==> src/rtl/rsi_pkg.sv <==
// Shared types and constants for the Wilder RSI stream block.
// Used by rsi_div and wilder_rsi_stream; no dependencies.
package rsi_pkg;

    localparam int RET_W    = 32;   // input return width
    localparam int AVG_W    = 40;   // running sum / average width
    localparam int LEN_W    = 8;    // window length register width
    localparam int RSI_W    = 23;   // Q7.16 result width
    localparam int REM_W    = 41;   // divisor / remainder width (gain + loss)
    localparam int STEP_W   = 6;    // divider step counter width

    localparam logic [LEN_W-1:0] WINDOW_RESET = 8'd14;

    // 100 * 2^16: full scale of the Q7.16 result
    localparam logic [RSI_W-1:0] RSI_FULL = 23'd6553600;

    // Quotient bits produced per division
    localparam logic [STEP_W-1:0] AVG_STEPS = 6'd40;
    localparam logic [STEP_W-1:0] RSI_STEPS = 6'd23;

    typedef struct packed {
        logic              start;
        logic [STEP_W-1:0] steps;    // quotient bits to produce
        logic [REM_W-1:0]  divisor;
        logic [REM_W-1:0]  num_hi;   // initial partial remainder, below divisor
        logic [AVG_W-1:0]  num_lo;   // remaining dividend bits, left-justified
    } div_req_t;

    typedef struct packed {
        logic             done;      // one-cycle pulse, quotient valid
        logic [AVG_W-1:0] quotient;  // low 'steps' bits hold the quotient
    } div_sts_t;

endpackage

==> src/rtl/rsi_div.sv <==
// Iterative restoring divider, one quotient bit per cycle.
// Shared by the averaging and RSI steps; uses rsi_pkg types.
module rsi_div
(
    input  logic              clk,
    input  logic              rst_n,
    input  rsi_pkg::div_req_t req,
    output rsi_pkg::div_sts_t sts
);

    logic                        busy_reg;
    logic                        done_reg;
    logic [rsi_pkg::STEP_W-1:0]  cnt_reg;
    logic [rsi_pkg::REM_W-1:0]   rem_reg;
    logic [rsi_pkg::AVG_W-1:0]   quo_reg;
    logic [rsi_pkg::REM_W-1:0]   div_reg;

    logic [rsi_pkg::REM_W:0]     shifted;
    logic [rsi_pkg::REM_W+1:0]   diff;
    logic                        qbit;
    logic [rsi_pkg::REM_W-1:0]   rem_next;

    always_comb
    begin
        shifted  = {rem_reg, quo_reg[rsi_pkg::AVG_W-1]};
        diff     = {1'b0, shifted} - {2'b00, div_reg};
        qbit     = ~diff[rsi_pkg::REM_W+1];
        rem_next = qbit ? diff[rsi_pkg::REM_W-1:0] : shifted[rsi_pkg::REM_W-1:0];
    end

    always_ff @(posedge clk or negedge rst_n)
    begin
        if (!rst_n)
        begin
            busy_reg <= 1'b0;
            done_reg <= 1'b0;
            cnt_reg  <= '0;
        end
        else
        begin
            done_reg <= 1'b0;
            if (req.start)
            begin
                busy_reg <= 1'b1;
                cnt_reg  <= req.steps;
            end
            else if (busy_reg)
            begin
                cnt_reg <= cnt_reg - 1'b1;
                if (cnt_reg == rsi_pkg::STEP_W'(1))
                begin
                    busy_reg <= 1'b0;
                    done_reg <= 1'b1;
                end
            end
        end
    end

    always_ff @(posedge clk)
    begin
        if (req.start)
        begin
            rem_reg <= req.num_hi;
            quo_reg <= req.num_lo;
            div_reg <= req.divisor;
        end
        else if (busy_reg)
        begin
            rem_reg <= rem_next;
            quo_reg <= {quo_reg[rsi_pkg::AVG_W-2:0], qbit};
        end
    end

    assign sts.done     = done_reg;
    assign sts.quotient = quo_reg;

endmodule

==> src/rtl/wilder_rsi_stream.sv <==
// Streaming Wilder RSI. Returns that only fill the window never leave the idle state.
// An item that yields a result takes two 40-bit and, unless gain + loss is zero,
// one 23-bit quotient through the shared restoring divider; a new item is taken
// only after the result has moved to the output register.
// Reset (async, active low) clears the series state and sets window_length 14;
// the result register holds while the output is stalled.
module wilder_rsi_stream
(
    input  logic                        clk,
    input  logic                        rst_n,
    input  logic                        cfg_write_en,
    input  logic [rsi_pkg::LEN_W-1:0]   cfg_write_data,
    input  logic                        in_valid,
    output logic                        in_stall,
    input  logic                        series_start,
    input  logic signed [rsi_pkg::RET_W-1:0] daily_return,
    output logic                        out_valid,
    input  logic                        out_stall,
    output logic [rsi_pkg::RSI_W-1:0]   rsi_value,
    output logic                        rsi_undefined
);

    localparam logic [2:0] ST_IDLE  = 3'd0;
    localparam logic [2:0] ST_DIVG  = 3'd1;
    localparam logic [2:0] ST_WAITG = 3'd2;
    localparam logic [2:0] ST_DIVL  = 3'd3;
    localparam logic [2:0] ST_WAITL = 3'd4;
    localparam logic [2:0] ST_RSI   = 3'd5;
    localparam logic [2:0] ST_WAITR = 3'd6;
    localparam logic [2:0] ST_EMIT  = 3'd7;

    localparam int PROD_W = rsi_pkg::AVG_W + rsi_pkg::LEN_W;
    localparam int NUM_W  = rsi_pkg::AVG_W + rsi_pkg::RSI_W;

    logic [2:0]                 state_reg, state_next;
    logic [rsi_pkg::LEN_W-1:0]  window_length_reg;
    logic [rsi_pkg::LEN_W-1:0]  cnt_reg;
    logic                       smooth_reg;
    logic                       win_item_reg;   // item was taken while the window was filling
    logic [rsi_pkg::AVG_W-1:0]  gain_avg_reg;
    logic [rsi_pkg::AVG_W-1:0]  loss_avg_reg;
    logic [rsi_pkg::RET_W-1:0]  xg_reg;
    logic [rsi_pkg::RET_W-1:0]  xl_reg;
    logic [rsi_pkg::RSI_W-1:0]  res_value_reg;
    logic                       res_undef_reg;
    logic                       out_valid_reg;
    logic [rsi_pkg::RSI_W-1:0]  out_value_reg;
    logic                       out_undef_reg;

    logic                       accept;
    logic                       out_free;
    logic [rsi_pkg::LEN_W-1:0]  p_eff;
    logic [rsi_pkg::LEN_W-1:0]  p_m1;
    logic [rsi_pkg::RET_W-1:0]  in_gain;
    logic [rsi_pkg::RET_W-1:0]  in_loss;
    logic [rsi_pkg::AVG_W-1:0]  gain_sum;
    logic [rsi_pkg::AVG_W-1:0]  loss_sum;
    logic [rsi_pkg::LEN_W:0]    cnt_inc;
    logic                       win_full;
    logic [PROD_W-1:0]          smooth_num;
    logic [rsi_pkg::REM_W-1:0]  total;
    logic [NUM_W-1:0]           rsi_num;
    logic [rsi_pkg::AVG_W-1:0]  sel_avg;
    logic [rsi_pkg::RET_W-1:0]  sel_x;

    rsi_pkg::div_req_t          div_req;
    rsi_pkg::div_sts_t          div_sts;

    assign in_stall = (state_reg != ST_IDLE);
    assign accept   = in_valid && !in_stall;
    assign out_free = !out_valid_reg || !out_stall;

    assign p_eff = (window_length_reg == '0) ? rsi_pkg::LEN_W'(1) : window_length_reg;
    assign p_m1  = p_eff - 1'b1;

    always_comb
    begin
        if (daily_return[rsi_pkg::RET_W-1])
        begin
            in_gain = '0;
            in_loss = rsi_pkg::RET_W'(-daily_return);
        end
        else
        begin
            in_gain = daily_return;
            in_loss = '0;
        end
    end

    assign gain_sum = gain_avg_reg + rsi_pkg::AVG_W'(in_gain);
    assign loss_sum = loss_avg_reg + rsi_pkg::AVG_W'(in_loss);
    assign cnt_inc  = {1'b0, cnt_reg} + 1'b1;
    assign win_full = (cnt_inc >= {1'b0, p_eff});

    // One smoothing numerator at a time: gain in ST_DIVG, loss in ST_DIVL
    assign sel_avg    = (state_reg == ST_DIVL) ? loss_avg_reg : gain_avg_reg;
    assign sel_x      = (state_reg == ST_DIVL) ? xl_reg : xg_reg;
    assign smooth_num = PROD_W'(sel_avg) * PROD_W'(p_m1) + PROD_W'(sel_x);

    assign total   = rsi_pkg::REM_W'(gain_avg_reg) + rsi_pkg::REM_W'(loss_avg_reg);
    assign rsi_num = NUM_W'(gain_avg_reg) * NUM_W'(rsi_pkg::RSI_FULL);

    always_comb
    begin
        div_req = '0;
        unique case (state_reg) inside
            ST_DIVG, ST_DIVL:
            begin
                div_req.start   = 1'b1;
                div_req.steps   = rsi_pkg::AVG_STEPS;
                div_req.divisor = rsi_pkg::REM_W'(p_eff);
                if (win_item_reg)
                begin
                    div_req.num_lo = sel_avg;
                end
                else
                begin
                    // quotient fits 40 bits, so the top bits are already below p
                    div_req.num_hi = rsi_pkg::REM_W'(smooth_num[PROD_W-1:rsi_pkg::AVG_W]);
                    div_req.num_lo = smooth_num[rsi_pkg::AVG_W-1:0];
                end
            end
            ST_RSI:
            begin
                div_req.start   = (total != '0);
                div_req.steps   = rsi_pkg::RSI_STEPS;
                div_req.divisor = total;
                // quotient below 2^23, so the top 40 bits are below total
                div_req.num_hi  = rsi_pkg::REM_W'(rsi_num[NUM_W-1:rsi_pkg::RSI_W]);
                div_req.num_lo  = {rsi_num[rsi_pkg::RSI_W-1:0],
                                   (rsi_pkg::AVG_W - rsi_pkg::RSI_W)'(0)};
            end
            default:
            begin
                div_req = '0;
            end
        endcase
    end

    rsi_div u_div
    (
        .clk   (clk),
        .rst_n (rst_n),
        .req   (div_req),
        .sts   (div_sts)
    );

    always_comb
    begin
        state_next = state_reg;
        unique case (state_reg)
            ST_IDLE:
            begin
                if (accept && !series_start)
                begin
                    if (smooth_reg || win_full)
                    begin
                        state_next = ST_DIVG;
                    end
                end
            end
            ST_DIVG:  state_next = ST_WAITG;
            ST_WAITG: state_next = div_sts.done ? ST_DIVL : ST_WAITG;
            ST_DIVL:  state_next = ST_WAITL;
            ST_WAITL: state_next = div_sts.done ? ST_RSI : ST_WAITL;
            ST_RSI:   state_next = (total == '0) ? ST_EMIT : ST_WAITR;
            ST_WAITR: state_next = div_sts.done ? ST_EMIT : ST_WAITR;
            ST_EMIT:  state_next = out_free ? ST_IDLE : ST_EMIT;
            default:  state_next = ST_IDLE;
        endcase
    end

    always_ff @(posedge clk or negedge rst_n)
    begin
        if (!rst_n)
        begin
            state_reg         <= ST_IDLE;
            window_length_reg <= rsi_pkg::WINDOW_RESET;
            cnt_reg           <= '0;
            smooth_reg        <= 1'b0;
            win_item_reg      <= 1'b0;
            gain_avg_reg      <= '0;
            loss_avg_reg      <= '0;
            out_valid_reg     <= 1'b0;
        end
        else
        begin
            state_reg <= state_next;

            if (cfg_write_en)
            begin
                window_length_reg <= cfg_write_data;
            end

            if (accept)
            begin
                if (series_start)
                begin
                    cnt_reg      <= '0;
                    smooth_reg   <= 1'b0;
                    gain_avg_reg <= '0;
                    loss_avg_reg <= '0;
                end
                else if (!smooth_reg)
                begin
                    gain_avg_reg <= gain_sum;
                    loss_avg_reg <= loss_sum;
                    cnt_reg      <= cnt_inc[rsi_pkg::LEN_W-1:0];
                    win_item_reg <= 1'b1;
                    if (win_full)
                    begin
                        smooth_reg <= 1'b1;
                    end
                end
                else
                begin
                    win_item_reg <= 1'b0;
                end
            end

            if (state_reg == ST_WAITG && div_sts.done)
            begin
                gain_avg_reg <= div_sts.quotient;
            end
            if (state_reg == ST_WAITL && div_sts.done)
            begin
                loss_avg_reg <= div_sts.quotient;
            end

            if (state_reg == ST_EMIT && out_free)
            begin
                out_valid_reg <= 1'b1;
            end
            else if (!out_stall)
            begin
                out_valid_reg <= 1'b0;
            end
        end
    end

    // Payload registers
    always_ff @(posedge clk)
    begin
        if (accept)
        begin
            xg_reg <= in_gain;
            xl_reg <= in_loss;
        end
        if (state_reg == ST_RSI)
        begin
            res_value_reg <= '0;
            res_undef_reg <= (total == '0);
        end
        if (state_reg == ST_WAITR && div_sts.done)
        begin
            res_value_reg <= div_sts.quotient[rsi_pkg::RSI_W-1:0];
        end
        if (state_reg == ST_EMIT && out_free)
        begin
            out_value_reg <= res_value_reg;
            out_undef_reg <= res_undef_reg;
        end
    end

    assign out_valid     = out_valid_reg;
    assign rsi_value     = out_value_reg;
    assign rsi_undefined = out_undef_reg;

    // The divider reports completion only while the sequencer waits for it
    a_div_done_in_wait: assert property (@(posedge clk) disable iff (!rst_n)
        div_sts.done |-> (state_reg == ST_WAITG || state_reg == ST_WAITL ||
                          state_reg == ST_WAITR))
        else $error("divider done outside a wait state");

    // The ratio can never exceed full scale
    a_rsi_range: assert property (@(posedge clk) disable iff (!rst_n)
        out_valid |-> (rsi_value <= rsi_pkg::RSI_FULL))
        else $error("rsi_value above 100");

    // An undefined result always carries a zero value
    a_undef_zero: assert property (@(posedge clk) disable iff (!rst_n)
        (out_valid && rsi_undefined) |-> (rsi_value == '0))
        else $error("undefined result with nonzero value");

    // A result is produced only once smoothing is active
    a_emit_smooth: assert property (@(posedge clk) disable iff (!rst_n)
        (state_reg == ST_EMIT) |-> smooth_reg)
        else $error("result before window complete");

endmodule

==> config.mk <==
export PLATFORM = sky130hd
export DESIGN_NAME = wilder_rsi_stream
export DESIGN_NICKNAME = d
export VERILOG_FILES = /design/src/rtl/rsi_pkg.sv /design/src/rtl/rsi_div.sv /design/src/rtl/wilder_rsi_stream.sv
export SDC_FILE = /design/constraint.sdc
export NUM_CORES = 2
export LEC_CHECK = 0
export BUFFER_PORTS_ARGS = -buffer_cell sky130_fd_sc_hd__buf_2
export CAP_MARGIN = 20
export CELL_PAD_IN_SITES_DETAIL_PLACEMENT = 0
export CELL_PAD_IN_SITES_GLOBAL_PLACEMENT = 1
export CORE_MARGIN = 2
export CORE_UTILIZATION = 55
export CTS_CLUSTER_SIZE = 24
export DETAILED_ROUTE_END_ITERATION = 7
export PLACE_DENSITY_LB_ADDON = 0.1
export SYNTH_ARGS = -nofsm -noshare
export SYNTH_HDL_FRONTEND = slang
export SYNTH_SLANG_ARGS = --single-unit
==> constraint.sdc <==
create_clock -name clk -period 11.6 [get_ports clk]
set_input_delay 1.16 -clock clk [delete_from_list [all_inputs] [get_ports clk]]
set_output_delay 1.16 -clock clk [all_outputs]
set_load 0.01 [all_outputs]
## Word level (Yosys, flattened, before mapping)

Cells that the tools add are included.
Widths: inputs -> output; s select.

- Output and inout bits: 26
- Logic and storage cells: 122
- Bits of input ports: 46
- Register bits: 344

- Bitwise gates (word level): 2
- Eq/ne operators: 14
- Add/subtract/negate cells: 9
- Multiply operators: 2
- Order comparisons: 1
- Reductions and logical operators: 27
- Multiplexer cells: 47

Operators by type and width:

| operator | count |
|---|---|
| $mux 40 | 12 |
| $pmux 129 s2 | 1 |
| $mux 41 | 3 |
| $add 40x32->40 | 2 |
| $mux 32 | 2 |
| $add 48x32->48 | 1 |
| $mul 40x8->48 | 1 |
| $mux 23 | 2 |
| $mul 40x5->45 const B | 1 |
| $sub 42x41->43 | 1 |
| $add 40x40->41 | 1 |
| $logic_not 41->1 | 1 |
| $reduce_bool 41->1 | 1 |
| $mux 8 | 4 |
| $neg 32->32 | 1 |
| $mux 31 | 1 |
| $pmux 3 s8 | 1 |
| $mux 1 | 16 |
| $eq 3x3->1 const B | 4 |
| $mux 6 | 2 |
| $reduce_and 2->1 | 5 |
| $add 8x1->9 const B | 1 |
| $ge 9x8->1 | 1 |
| $mux 3 | 3 |
| other kinds (17) | 34 |

## Depth between registers and ports, before layout

- Depth in word-level cells: 8
- Mapped depth: 31
- Mapped depth without buffers: 29

## Cells and area by module

Synthesis repeated with hierarchy kept, for this count alone.

- Cells, all modules: 4473
- Area total of the unflattened synthesis: 39506.6 µm²

By module, submodules not included:

| module | seq. area each (µm²) | area each (µm²) | cells an instance | instances |
|---|---|---|---|---|
| wilder_rsi_stream | 5889.4 | 31601.6 | 3732 | 1 |
| rsi_div | 3863.7 | 7905.1 | 741 | 1 |

## Least setup slack after synthesis

No wires, ideal clock.

- Path type: register to register
- From: register window_length_reg[2] in the netlist's numbering
- To: register u_div.rem_reg[1] in the netlist's numbering, data pin
- Setup slack: 3805 ps
- Library setup time: 270 ps
- Data required time: 11330 ps
- Clock period less this slack: 7795 ps
- Cell stages (with the launch flop): 29
- Arrival time: 7525 ps
- Buffers on the path: 1
- Cell sequence: dfstp_2 > inv_1 > nand4_1 > nor2_1 > nor2_1 > ha_1 > nand3_1 > xnor2_1 > clkbuf_1 > nor2_1 > fa_1 > fa_1 > fa_1 > inv_1 > fa_1 > inv_1 > ha_1 > a211oi_1 > o21ai_0 > a2111oi_0 > a21oi_1 > o2111ai_1 > a21oi_1 > a2111oi_0 > o21ai_0 > a31oi_1 > xnor2_1 > a221oi_1 > a21oi_1

- Longest elaborated chain between the ends: 8

Ends and longest elaborated chain:

| item | RTL line | RTL |
|---|---|---|
| start, declared | wilder_rsi_stream.sv:36 | `logic [rsi_pkg::LEN_W-1:0] window_length_reg;` |
| start signal, assigned | wilder_rsi_stream.sv:178 | `window_length_reg <= rsi_pkg::WINDOW_RESET;` |
| start signal, assigned | wilder_rsi_stream.sv:192 | `window_length_reg <= cfg_write_data;` |
| $logic_not 8->1 | wilder_rsi_stream.sv:73 | `assign p_eff = (window_length_reg == '0) ? rsi_pkg::LEN_W'(1) : window_length_reg;` |
| $mux 8 * | wilder_rsi_stream.sv:73 |  |
| $sub 8x1->8 * | wilder_rsi_stream.sv:74 | `assign p_m1 = p_eff - 1'b1;` |
| $mul 40x8->48 * | wilder_rsi_stream.sv:98 | `assign smooth_num = PROD_W'(sel_avg) * PROD_W'(p_m1) + PROD_W'(sel_x);` |
| $add 48x32->48 * | wilder_rsi_stream.sv:98 |  |
| $mux 8 * | wilder_rsi_stream.sv:112 | `if (win_item_reg)` |
| $pmux 129 s2 * | wilder_rsi_stream.sv:106 | `unique case (state_reg) inside` |
| $mux 41 * | rsi_div.sv:61 | `if (req.start)` |
| end signal, assigned | rsi_div.sv:63 | `rem_reg <= req.num_hi;` |
| end signal, assigned | rsi_div.sv:69 | `rem_reg <= rem_next;` |
| end, declared | rsi_div.sv:14 | `logic [rsi_pkg::REM_W-1:0] rem_reg;` |

Every way passes the cells marked *; elsewhere a longest branch is shown, timed or not.
A chain may end at the register's enable or synchronous reset.

## Worst setup path in the final report

Ends and elaborated chain as after synthesis.

==> results.txt <==
Buffers placed on the I/O ports in this run total 71. The number of DRC markers in iteration 0 came out at approximately 3.3k. The transition at the pin with the smallest max-transition slack came out at roughly 1200 ps. Measured against its own limit, the worst slew margin works out to 22.09%. The kind of path behind the tightest hold check is reg2reg. The top fanout value on the critical path is 22. The achievable clock frequency is ~100 MHz. The library cells used most frequently in the layout, excluding fill and tap cells, are 626 x inv_1, 424 x nor2_1, 357 x ha_1, 299 x fa_1, 272 x a21oi_1. Wires add up to approximately 130 mm. The number of global-route vias before repair was 31.35k. The number of antenna violations at the first check in global routing is 2.

The total global routing overflow came out at 0. The count of instances resized after the clock tree is built came out at 0. When the netlist entered floorplanning its net count stood at approximately 5.1k. Setup repair after global routing left no endpoint under its margin. The yosys synthesis warning count came out at 0. The number of inserted filler cells in the final layout is roughly 6.3k. The H-tree was split into 2 levels. The fraction of registers with async set or reset after synthesis is approximately 32%. The DRC violation count after routing is 0. The effective utilization at floorplan is a little under three fifths. In this design, the stage delay of the slowest critical-path cell is approximately 900 ps.

The cell that appears most often on the critical path is fa_1. The number of library cell types mapped by synthesis came out at between 80 and 90. The clock period minus final worst setup slack came out at about 9700 ps. The maximum number of pins on one net before global-route repair is slightly above 70. The clock-pin transition on the worst setup and hold timing paths came out at ~60 ps. The run finished with clean final reports. The count of nets left with antenna violations once routing finished came out at 0. The setup clock skew after layout came out at ~20 ps. The setup path with the least slack is of type reg2reg. The count of endpoints failing setup in the final report is 0.

The slowest stage of the critical path is the a2111oi_0 cell. The library cell used most frequently in the layout, excluding fill and tap cells, is inv_1. The number of max-capacitance violations reported came out at 0. The number of synthesized flops with an enable pin is 233.

The average cell area after synthesis came out at roughly 8.8 um2. CTS placed an instance of clkbuf_16 at the clock tree root. For this run, the post-layout net count is around 5.1k.

The number of buffers between clock root and the deepest sink came out at 3. The source of the worst register-to-register timing path is window_length_reg[2]. The max-slew violation count came out at 0. On the final layout, the worst hold slack is roughly 410 ps. After routing the design area is between 0.04 and 0.05 mm2. The routability-driven placement congestion ratio came out at slightly below 1. The number of clock buffers added by TritonCTS is 45. The detailed-placement wirelength estimate is between 90 and 100 mm. The worst hold path begins at res_value_reg[14]. The placeable core area is about 0.069 mm2.

The start point of the critical path is window_length_reg[2]. The first-pass GRT wire length came out at approximately 190 mm. The number of cells produced by synthesis is 4352. TritonCTS built the clock tree. Across all layers, the routed design uses 32.70k vias. For the worst setup path, the data arrival time is 10010 ps. After clock tree synthesis, the setup repair step added 0 buffers. Global routing consumed, over all layers together, between 30% and 40% of the routing resources. Among all flip-flop cells after synthesis, the most frequent one is edfxtp_1. The number of hold-slack violations in the final timing report was 0. The sequential element share of the synthesized area is between 20% and 30%.

The mapped cell area came out at approximately 0.038 mm2. The TritonCTS sink count is ~340. The layout-stage area growth over the synthesis result is 7.615%. The floorplan step defined a die boundary enclosing between 0.07 and 0.08 mm2.

The clock network latency to the later pin of the worst-skew pair came out at 610 ps. The number of rows in the core area is 96. The overall die height is approximately 270 um. After detailed routing, the average wire length per cell comes to 24.01 um. Adding up every negative setup slack in the final design gives 0 ps.

The register bit count reported by yosys is between 300 and 400. The overall die width came out at approximately 270 um. The placed cell area came out at approximately 0.040 mm2. The number of hold buffers added after cts came out at 0. Data on the critical path is required at its endpoint by about 12000 ps. During I/O placement, the number of pins put on the boundary was 72.

Of the cells placed in the final design, the portion with a size suffix greater than 1 is ~7%. The share of the clock period used by the worst path after layout came out at between 80% and 90%. The average via count per standard cell is 6.125. The detailed-routing iteration count for the pre-antenna-repair pass is 6.

The startpoint kind of the worst setup timing path is a flop. STA classifies the critical path endpoint as a flop.
[area by class of cell]
cell class	instances	area, um2	area share (%)
Timing Repair Buffer	124	768.2	1.856
Sequential cell	343	9753	23.56
Tap cell	931	1165	2.814
Inverter	629	2361	5.703
Antenna cell	6	15.01	0.03627
Clock inverter	24	250.2	0.6045
Multi-Input combinational cell	3223	25880	62.51
Clock buffer	58	1205	2.911
[path summary, 6_finish.rpt]
| check | end | cells after the start | slack (ps) |
|---|---|---|---|
| max | u_div.rem_reg[1] | 28 | 1900 |
| max reg2reg | u_div.rem_reg[1] | 28 | 1900 |
| min | rsi_value[14] | 0 | 410 |
| min in group asynchronous | gain_avg_reg[35] | 1 | 670 |
| max in group asynchronous | gain_avg_reg[16] | 2 | 9480 |
| min reg2reg | rsi_value[14] | 0 | 410 |
[through the flow]
step / cells / utilization (%) / setup slack, ps
floorplan: 4352 / - / 3805
global placement: 5247 / 57.86 / 2278
detailed placement: 5247 / 57.86 / 2056
CTS: 5329 / 59.97 / 1985
global route: 5332 / 60.02 / 1287
finish: 5338 / 60.04 / 1901
[cells by family (layout without fill, tap and decap cells)]
family	Yosys count	in the layout	synth area share, %
AO/OA/AOI/OAI	1019	1019	16.80
other	0	6	0
XOR/XNOR	229	229	5.214
buffers and inverters	786	835	7.709
adder cells (fa/ha/maj)	657	657	27.20
flip-flops	343	343	25.35
multiplexers	95	95	2.501
AND/OR/NAND/NOR	1223	1223	15.22
[Yosys cell counts (58+ instances only)]
master | count | area (um2)
inv_1 | 626 | 2350
nor2_1 | 427 | 1603
ha_1 | 357 | 4467
fa_1 | 299 | 5986
a21oi_1 | 274 | 1371
nand2_1 | 257 | 964.7
o21ai_0 | 254 | 1271
edfxtp_1 | 233 | 6997
xnor2_1 | 146 | 1279
a21o_1 | 141 | 1059
clkbuf_1 | 137 | 514.2
dfrtp_1 | 107 | 2678
mux2i_1 | 86 | 860.8
xor2_1 | 83 | 727.0
nand3_1 | 70 | 350.3
and3_1 | 65 | 406.6
nor3_1 | 58 | 290.3
[per-layer routing]
metal / part of all wire (%) / vias to the layer above / global-route usage [%]
li1: - / 14920 / -
met1: 44 / 16060 / 52.54
met2: 43 / 1497 / 53.49
met3: 10 / 216 / 7.543
met4: 3.6 / 0 / 11.85
met5: 0 / - / 0
[worst max-delay path, delay by kind of cell (launching register included)]
family | cells | cell delay (ps)
buffers and inverters | 4 | 680
adder cells (fa/ha/maj) | 6 | 2790
flip-flops | 1 | 580
XOR/XNOR | 2 | 910
AND/OR/NAND/NOR | 5 | 820
AO/OA/AOI/OAI | 11 | 3580
Power is not shown: default switching activity piles up to over one toggle a cycle in this logic, so the estimate is an artifact.
